<file path="config.mk">
export PLATFORM = sky130hd
export DESIGN_NAME = servo_gripper_sequencer
export DESIGN_NICKNAME = d
export VERILOG_FILES = /design/src/sgs_pkg.sv /design/src/sgs_cfg.sv /design/src/sgs_step.sv /design/src/servo_gripper_sequencer.sv
export SDC_FILE = /design/constraint.sdc
export NUM_CORES = 1
export LEC_CHECK = 0
export BUFFER_PORTS_ARGS = -buffer_cell sky130_fd_sc_hd__buf_2
export CAP_MARGIN = 20
export CELL_PAD_IN_SITES_DETAIL_PLACEMENT = 1
export CELL_PAD_IN_SITES_GLOBAL_PLACEMENT = 2
export CORE_MARGIN = 4
export CORE_UTILIZATION = 41
export CTS_CLUSTER_DIAMETER = 120
export DETAILED_ROUTE_END_ITERATION = 12
export GPL_TIMING_DRIVEN = 0
export HOLD_SLACK_MARGIN = 0.05
export PLACE_DENSITY = 0.94
export SYNTH_ARGS = -nofsm -noshare
export SYNTH_HDL_FRONTEND = slang
export SYNTH_SLANG_ARGS = --single-unit
</file>
<file path="constraint.sdc">
create_clock -name i_clk -period 13.5 [get_ports i_clk]
set_input_delay 0.675 -clock i_clk [delete_from_list [all_inputs] [get_ports i_clk]]
set_output_delay 0.675 -clock i_clk [all_outputs]
set_load 0.01 [all_outputs]
</file>
<file path="src/sgs_pkg.sv">
// ----------------------------------------------------------------------------
// sgs_pkg
// Types, codes and constants shared by the servo gripper sequencer modules.
// ----------------------------------------------------------------------------
package sgs_pkg;

    localparam int unsigned WIDTH_W   = 12;
    localparam int unsigned DELAY_W   = 16;
    localparam int unsigned TIME_W    = 32;
    localparam int unsigned CFG_IDX_W = 2;
    localparam int unsigned CFG_DAT_W = 16;

    // minimum time at the target pulse before declaring a position reached
    localparam logic [TIME_W-1:0] ACTUATION_MS = 32'd500;

    localparam logic [WIDTH_W-1:0] NEUTRAL_RST = 12'd1500;
    localparam logic [WIDTH_W-1:0] GRAB_RST    = 12'd1900;
    localparam logic [WIDTH_W-1:0] RELEASE_RST = 12'd1100;
    localparam logic [DELAY_W-1:0] DELAY_RST   = 16'd0;

    typedef enum logic [CFG_IDX_W-1:0] {
        REG_NEUTRAL_WIDTH = 2'd0,
        REG_GRAB_WIDTH    = 2'd1,
        REG_RELEASE_WIDTH = 2'd2,
        REG_CLOSE_DELAY   = 2'd3
    } t_reg_idx;

    typedef enum logic [1:0] {
        ACT_UPDATE  = 2'd0,
        ACT_GRAB    = 2'd1,
        ACT_RELEASE = 2'd2,
        ACT_INIT    = 2'd3
    } t_action;

    typedef enum logic [1:0] {
        PH_RELEASED  = 2'd0,
        PH_RELEASING = 2'd1,
        PH_GRABBING  = 2'd2,
        PH_GRABBED   = 2'd3
    } t_phase;

    typedef enum logic [2:0] {
        NOTE_NONE          = 3'd0,
        NOTE_GRAB_STARTED  = 3'd1,
        NOTE_GRABBED       = 3'd2,
        NOTE_RELEASE_START = 3'd3,
        NOTE_RELEASED      = 3'd4
    } t_notice;

    typedef struct packed {
        logic [WIDTH_W-1:0] neutral_width;
        logic [WIDTH_W-1:0] grab_width;
        logic [WIDTH_W-1:0] release_width;
        logic [DELAY_W-1:0] close_delay_ms;
    } t_cfg;

    typedef struct packed {
        logic [WIDTH_W-1:0] drive_width;
        t_phase             grip_state;
        t_notice            notice;
    } t_result;

endpackage

</file>
<file path="src/sgs_cfg.sv">
// ----------------------------------------------------------------------------
// sgs_cfg
// Configuration register file: pulse widths and close delay.
// ----------------------------------------------------------------------------
module sgs_cfg (
    input  logic                             i_clk,
    input  logic                             i_rst_n,
    input  logic                             i_wr_en,
    input  logic [sgs_pkg::CFG_IDX_W-1:0]    i_wr_index,
    input  logic [sgs_pkg::CFG_DAT_W-1:0]    i_wr_data,
    output sgs_pkg::t_cfg                    o_cfg
);

    sgs_pkg::t_cfg r_cfg;

    always_ff @(posedge i_clk) begin
        if (!i_rst_n) begin
            r_cfg.neutral_width  <= sgs_pkg::NEUTRAL_RST;
            r_cfg.grab_width     <= sgs_pkg::GRAB_RST;
            r_cfg.release_width  <= sgs_pkg::RELEASE_RST;
            r_cfg.close_delay_ms <= sgs_pkg::DELAY_RST;
        end else if (i_wr_en) begin
            case (sgs_pkg::t_reg_idx'(i_wr_index))
                sgs_pkg::REG_NEUTRAL_WIDTH: begin
                    r_cfg.neutral_width <= i_wr_data[sgs_pkg::WIDTH_W-1:0];
                end
                sgs_pkg::REG_GRAB_WIDTH: begin
                    r_cfg.grab_width <= i_wr_data[sgs_pkg::WIDTH_W-1:0];
                end
                sgs_pkg::REG_RELEASE_WIDTH: begin
                    r_cfg.release_width <= i_wr_data[sgs_pkg::WIDTH_W-1:0];
                end
                sgs_pkg::REG_CLOSE_DELAY: begin
                    r_cfg.close_delay_ms <= i_wr_data[sgs_pkg::DELAY_W-1:0];
                end
                default: begin
                end
            endcase
        end
    end

    assign o_cfg = r_cfg;

endmodule

</file>
<file path="src/sgs_step.sv">
// ----------------------------------------------------------------------------
// sgs_step
// Gripper state and the next-state logic for one item.
// ----------------------------------------------------------------------------
module sgs_step (
    input  logic                            i_clk,
    input  logic                            i_rst_n,
    input  logic                            i_fire,
    input  logic [1:0]                      i_action,
    input  logic [sgs_pkg::TIME_W-1:0]      i_now_ms,
    input  sgs_pkg::t_cfg                   i_cfg,
    output sgs_pkg::t_result                o_res
);

    sgs_pkg::t_phase                 r_phase;
    logic                            r_pending;
    logic [sgs_pkg::TIME_W-1:0]      r_stamp;
    logic [sgs_pkg::WIDTH_W-1:0]     r_width;

    sgs_pkg::t_phase                 n_phase;
    logic                            n_pending;
    logic [sgs_pkg::TIME_W-1:0]      n_stamp;
    logic [sgs_pkg::WIDTH_W-1:0]     n_width;
    sgs_pkg::t_notice                w_notice;

    logic [sgs_pkg::TIME_W-1:0]      w_elapsed;
    logic                            w_delay_zero;
    logic                            w_delay_done;
    logic                            w_act_done;

    assign w_elapsed    = i_now_ms - r_stamp;
    assign w_delay_zero = (i_cfg.close_delay_ms == '0);
    assign w_delay_done = w_delay_zero ||
        (w_elapsed > {{(sgs_pkg::TIME_W-sgs_pkg::DELAY_W){1'b0}}, i_cfg.close_delay_ms});
    assign w_act_done   = (w_elapsed >= sgs_pkg::ACTUATION_MS);

    always_comb begin
        n_phase   = r_phase;
        n_pending = r_pending;
        n_stamp   = r_stamp;
        n_width   = r_width;
        w_notice  = sgs_pkg::NOTE_NONE;
        case (sgs_pkg::t_action'(i_action))
            sgs_pkg::ACT_UPDATE: begin
                if (r_phase == sgs_pkg::PH_GRABBING) begin
                    if (r_pending) begin
                        // fire the delayed close; no completion check this item
                        if (w_delay_done) begin
                            n_width   = i_cfg.grab_width;
                            n_stamp   = i_now_ms;
                            n_pending = 1'b0;
                        end
                    end else if ((r_width == i_cfg.grab_width) && w_act_done) begin
                        n_phase  = sgs_pkg::PH_GRABBED;
                        w_notice = sgs_pkg::NOTE_GRABBED;
                    end
                end else if ((r_phase == sgs_pkg::PH_RELEASING) &&
                             (r_width == i_cfg.release_width) && w_act_done) begin
                    n_phase  = sgs_pkg::PH_RELEASED;
                    w_notice = sgs_pkg::NOTE_RELEASED;
                end
            end
            sgs_pkg::ACT_GRAB: begin
                if ((r_phase != sgs_pkg::PH_GRABBING) && (r_phase != sgs_pkg::PH_GRABBED)) begin
                    n_phase   = sgs_pkg::PH_GRABBING;
                    n_pending = !w_delay_zero;
                    if (w_delay_zero) begin
                        n_width = i_cfg.grab_width;
                    end
                    n_stamp  = i_now_ms;
                    w_notice = sgs_pkg::NOTE_GRAB_STARTED;
                end
            end
            sgs_pkg::ACT_RELEASE: begin
                if ((r_phase != sgs_pkg::PH_RELEASING) &&
                    (r_phase != sgs_pkg::PH_RELEASED)) begin
                    n_phase   = sgs_pkg::PH_RELEASING;
                    n_pending = 1'b0;
                    n_width   = i_cfg.release_width;
                    n_stamp   = i_now_ms;
                    w_notice  = sgs_pkg::NOTE_RELEASE_START;
                end
            end
            sgs_pkg::ACT_INIT: begin
                n_width = i_cfg.neutral_width;
            end
            default: begin
            end
        endcase
    end

    always_ff @(posedge i_clk) begin
        if (!i_rst_n) begin
            r_phase   <= sgs_pkg::PH_RELEASED;
            r_pending <= 1'b0;
            r_stamp   <= '0;
            r_width   <= '0;
        end else if (i_fire) begin
            r_phase   <= n_phase;
            r_pending <= n_pending;
            r_stamp   <= n_stamp;
            r_width   <= n_width;
        end
    end

    assign o_res.drive_width = n_width;
    assign o_res.grip_state  = n_phase;
    assign o_res.notice      = w_notice;

endmodule

</file>
<file path="src/servo_gripper_sequencer.sv">
// ----------------------------------------------------------------------------
// servo_gripper_sequencer
// Path: input reg, then result reg; the state update is a single register pass.
// Throughput: one item per cycle while the result side is not stalled.
// An item is taken while a result waits, as long as the input register drains.
// Reset (i_rst_n low, synchronous): registers back to their defaults, phase
// released, commanded pulse zero, both pipeline registers empty.
// ----------------------------------------------------------------------------
module servo_gripper_sequencer (
    input  logic                              i_clk,
    input  logic                              i_rst_n,
    // configuration write channel
    input  logic                              i_cfg_valid,
    output logic                              o_cfg_ready,
    input  logic [sgs_pkg::CFG_IDX_W-1:0]     i_cfg_index,
    input  logic [sgs_pkg::CFG_DAT_W-1:0]     i_cfg_data,
    // input items
    input  logic                              i_in_valid,
    output logic                              o_in_ready,
    input  logic [1:0]                        i_action,
    input  logic [sgs_pkg::TIME_W-1:0]        i_now_ms,
    // result items
    output logic                              o_out_valid,
    input  logic                              i_out_ready,
    output logic [sgs_pkg::WIDTH_W-1:0]       o_drive_width,
    output logic [1:0]                        o_grip_state,
    output logic [2:0]                        o_notice
);

    logic                            r_in_valid;
    logic [1:0]                      r_action;
    logic [sgs_pkg::TIME_W-1:0]      r_now_ms;

    logic                            r_out_valid;
    sgs_pkg::t_result                r_res;

    sgs_pkg::t_cfg                   w_cfg;
    sgs_pkg::t_result                w_res;
    logic                            w_fire;
    logic                            w_in_take;

    assign o_cfg_ready = 1'b1;

    // advance the held item when the result register is free or draining
    assign w_fire     = r_in_valid && (!r_out_valid || i_out_ready);
    assign o_in_ready = !r_in_valid || w_fire;
    assign w_in_take  = i_in_valid && o_in_ready;

    sgs_cfg u_cfg (
        .i_clk      (i_clk),
        .i_rst_n    (i_rst_n),
        .i_wr_en    (i_cfg_valid),
        .i_wr_index (i_cfg_index),
        .i_wr_data  (i_cfg_data),
        .o_cfg      (w_cfg)
    );

    sgs_step u_step (
        .i_clk    (i_clk),
        .i_rst_n  (i_rst_n),
        .i_fire   (w_fire),
        .i_action (r_action),
        .i_now_ms (r_now_ms),
        .i_cfg    (w_cfg),
        .o_res    (w_res)
    );

    always_ff @(posedge i_clk) begin
        if (!i_rst_n) begin
            r_in_valid  <= 1'b0;
            r_out_valid <= 1'b0;
        end else begin
            if (w_in_take) begin
                r_in_valid <= 1'b1;
            end else if (w_fire) begin
                r_in_valid <= 1'b0;
            end
            if (w_fire) begin
                r_out_valid <= 1'b1;
            end else if (i_out_ready) begin
                r_out_valid <= 1'b0;
            end
        end
    end

    always_ff @(posedge i_clk) begin
        if (w_in_take) begin
            r_action <= i_action;
            r_now_ms <= i_now_ms;
        end
        if (w_fire) begin
            r_res <= w_res;
        end
    end

    assign o_out_valid   = r_out_valid;
    assign o_drive_width = r_res.drive_width;
    assign o_grip_state  = r_res.grip_state;
    assign o_notice      = r_res.notice;

endmodule

</file>
==> metrics list <==
- Across the VDD grid, the largest voltage drop is 0.0000803 V.
* Largest driver fanout on the critical path: 10
* Predominant post-synthesis flop cell: sky130_fd_sc_hd__dfxtp_1
- Counting every net in the synthesized netlist gives 1166.
* Initial standard-cell utilization of the core: 42.2%
- Count of flip-flops with a built-in enable after synthesis: 51
* Xor/xnor share of the synthesized area: 3.76%
* Final Core Density: 48.2%
* Total global routing track utilization: 21.6%
- Routability-driven placement finished with a final weighted congestion of 0.866.
* Number of placed instances with taps included: 1411
- CP max-delay cell: sky130_fd_sc_hd__a21oi_1
* Post-DP HPWL: 20.5 mm
* Setup Total Neg Slack: 0 ns
- Number of gates resized after CTS: 0
- After routing the design area is 0.0107 mm^2.
- Clock latency on the worst-skew pair, taken at its later pin, is 0.45 ns.
* Summed instance area of the synthesized netlist: 0.00931 mm^2
- Root Driver: sky130_fd_sc_hd__clkbuf_16
- Number of max-slew violations in the final report: 0
- Post-place setup slack: 8.03 ns
- After layout, the worst path uses 41.7% of the clock period.
- Delay contributed by the slowest stage of the critical path: 0.90 ns
- Worst setup margin: 7.87 ns
* # clock sinks: 152
- After clock tree synthesis, the clock-pin slew on the worst setup and hold paths is 0.07 ns.
* Leakage component of the power: 3.98 nW
- ANT cells: 0
- The detail route stage leaves a number of antenna-violating nets equal to 0.
- Floorplan core area: 0.0221 mm^2
* Synth Area in Simple Gates: 18.0%
- In the final layout, the share of cells above drive strength 1 is 13.8%.
- Across the whole layout, storage elements account for 0.00355 mm^2.
- In this run the horizontal extent of the chip is 159 um.
- Wire length reported by the detailed router: 27.3 mm
- After technology mapping, the gate count stands at 1056.
- In this run the worst hold path is classified as in -> reg.
- Highest-count cells in the layout ignoring fill and taps: sky130_fd_sc_hd__nand2_1, sky130_fd_sc_hd__dfxtp_1, sky130_fd_sc_hd__buf_2
- STA classifies the critical path startpoint as a flip-flop.
- Global-route wire length before repair: 44.9 mm
- Area after DPL: 0.0101 mm^2
- Worst setup EP type: flip-flop
* Shortest period the worst path allows: 5.63 ns
- Synthesis Warnings: 0
* Number of placement rows: 54
- In the post-synthesis netlist, the biggest area contributors are sky130_fd_sc_hd__dfxtp_1, sky130_fd_sc_hd__edfxtp_1, sky130_fd_sc_hd__nand2_1.
- Compared with the post-synthesis result, the final layout area differs by 14.4%.
- The flow ran to the end, and the final reports show no timing, DRC or antenna violations.
- Total power for the finished layout comes to 1.25 mW.
- First-iteration detailed-routing DRC count: 436
- The routed layout has 8177 vias.
* Portion of the post-synthesis area used by sequential elements: 38.2%
- Dividing the detail-routed via count by the number of cells gives 5.67.
* Post-CTS Hold Buffers: 0
* Die area: 0.0252 mm^2
* Max clock buf depth: 2
- The clock arrives with 0.0147 ns of skew.
- Syn avg cell area: 8.82 um^2
- After filler insertion, the fill cell instance count of the layout stands at 2629.
- Final non-filler cell total: 1443
* Via count of the first global-routing pass: 8403
- Summing the areas of all compound-gate instances in the mapped netlist gives 20.6% of the synthesized area.
- For this run, asynchronously set or reset flops after synthesis account for 0%.
- During placement, the flow inserted port buffers numbering 74.
- Hold violation total from the final report: 0
- By area, the combinational part of the netlist is dominated by compound AO/OA/AOI/OAI gates.
- Leaving out fill and tap cells, the most frequent cell in the layout is sky130_fd_sc_hd__nand2_1.
- Maximum capacitance violations: 0
- Number of nets in the finished design: 1260
- CTS built an H-tree with a depth of 4.
- Total global routing overflow: 0
- Required time at the endpoint of the critical path: 13.87 ns
* Count of different cell masters after synthesis: 74
- Initial antenna violation count: 0
* P per Cell Area: 117 mW/mm^2
- Final hold analysis gives a worst-case slack of 0.403 ns.
- Height of the die: 159 um
- Clock tree synthesis inserted a total of 17 buffers.
- TritonCTS built the clock tree.
- Cell-by-cell listing of the critical path: inv_1 -> ha_1 -> inv_1 -> fa_1 -> a211oi_2 -> o211ai_1 -> a31o_2 -> a21oi_1 -> xor2_1 -> inv_1 -> ha_1 -> nand2_1 -> nor2_1 -> a2111oi_0 -> o21ai_0 -> a21oi_1 -> o31ai_1 -> o31ai_2 -> a21oi_1 -> buf_4 -> mux2i_1
- Relative slew slack: 25.8%
- Critical path data arrival time: 6.00 ns
- The first detailed-routing pass took 5 iterations.
- Worst setup path class: reg -> reg
- Cell type with the highest aggregate area in the netlist: sky130_fd_sc_hd__dfxtp_1
* Maximum number of pins on one net before global-route repair: 35
* Multiplexer fraction of the synthesized cell area: 6.61%
- Summed over its instances, the top area cell type makes up 21.7% of the synthesized netlist area.
- Postcts setup bufs: 0
- Wirelength per Cell: 18.9 um
* I/O pin count: 77
* Multi-input gate area: 0.00523 mm^2
- Max Clock Freq: 178 MHz
* Post-route DRC: 0
- Setup repair after global routing left no endpoint under its margin.
- Slew of the pin with the lowest slew margin: 1.10 ns
- Count of endpoints failing setup in the final report: 0
- After Yosys synthesis, full adders, half adders and majority gates account for 7.20% of the synthesized area.
- Synthesis inferred 152 register bits.
-- power breakdown --
group / leakage [nW] / switching [mW] / internal (mW)
sequential: 1.32 / 0.0180 / 0.496
combinational: 2.37 / 0.146 / 0.0963
clock: 0.294 / 0.216 / 0.275
total: 3.98 / 0.380 / 0.868
-- worst paths after layout --
path	start	slack [ns]	end	cells after the start
max	r_now_ms[0]	7.87	u_step.r_stamp[23]	21
min	i_now_ms[22]	0.40	r_now_ms[22]	1
max reg2reg	r_now_ms[0]	7.87	u_step.r_stamp[23]	21
min reg2reg	u_step.r_stamp[18]	0.46	u_step.r_stamp[18]	2
-- synthesized netlist by cell type, types with 5 or more instances --
cell                       instances
sky130_fd_sc_hd__inv_1            63
sky130_fd_sc_hd__clkbuf_1         41
sky130_fd_sc_hd__ha_1             52
sky130_fd_sc_hd__or2_2             7
sky130_fd_sc_hd__or3_1             7
sky130_fd_sc_hd__a21boi_0         36
sky130_fd_sc_hd__nor3_1           14
sky130_fd_sc_hd__buf_4             5
sky130_fd_sc_hd__mux2_2           12
sky130_fd_sc_hd__o21a_1           25
sky130_fd_sc_hd__o21ai_1           9
sky130_fd_sc_hd__nand4_1          18
sky130_fd_sc_hd__a221oi_1         14
sky130_fd_sc_hd__buf_2            12
sky130_fd_sc_hd__nand2_1         209
sky130_fd_sc_hd__a21oi_1          50
sky130_fd_sc_hd__a21o_1            9
sky130_fd_sc_hd__nor2b_1           8
sky130_fd_sc_hd__nand2b_1          7
sky130_fd_sc_hd__xnor2_1          24
sky130_fd_sc_hd__o211ai_1          9
sky130_fd_sc_hd__o221a_1          24
sky130_fd_sc_hd__dfxtp_1         101
sky130_fd_sc_hd__and2_1            6
sky130_fd_sc_hd__nand3_1          28
sky130_fd_sc_hd__xor2_1           16
sky130_fd_sc_hd__nor2_1           33
sky130_fd_sc_hd__nor4_1           12
sky130_fd_sc_hd__mux2i_1          48
sky130_fd_sc_hd__edfxtp_1         51
sky130_fd_sc_hd__o21ai_0          31
-- critical path: cells and delay by family, from the launching register on --
kind                     cells  cell delay [ns]
buffers and inverters        4             0.58
multiplexers                 1             0.21
AND/OR/NAND/NOR              2             0.16
adder cells (fa/ha/maj)      3             0.86
AO/OA/AOI/OAI               10             3.12
XOR/XNOR                     1             0.23
flip-flops                   1             0.38
-- cell type report --
class,instances,share of cell area (%)
inverter,63,2.22
sequential,152,33.3
timing repair buffer,75,3.66
tap,280,3.29
clock inverter,10,0.857
multi-input combinational,778,49.1
buffer,63,2.75
clock buffer,22,4.77
-- registers in the layout, summed over array words and instances (netlist names) --
register          flops
u_step.r_pending      1
u_step.r_stamp       32
o_grip_state          2
u_step.r_width       12
o_notice              3
o_drive_width        12
u_step.r_phase        2
o_out_valid           1
u_cfg.o_cfg          52
r_action              2
r_in_valid            1
r_now_ms             32
-- layer usage --
layer	vias up	wire length [um]	track usage, %
met1	4026	12700	28.5
met3	37	910	3.24
met5	-	0	0
met2	139	13300	37.4
li1	3975	-	-
met4	0	428	5.64
-- logic make-up (layout without fill, tap and decap cells) --
family | count (synthesis) | count (layout)
adders and majority gates | 53 | 53
xor gates and xnor gates | 40 | 40
and+or+nand+nor | 365 | 365
buffers and inverters | 126 | 233
AOI/OAI and AO/OA | 259 | 259
DFF | 152 | 152
other | 1 | 1
muxes | 60 | 60
(Power assumes the default switching activity.)
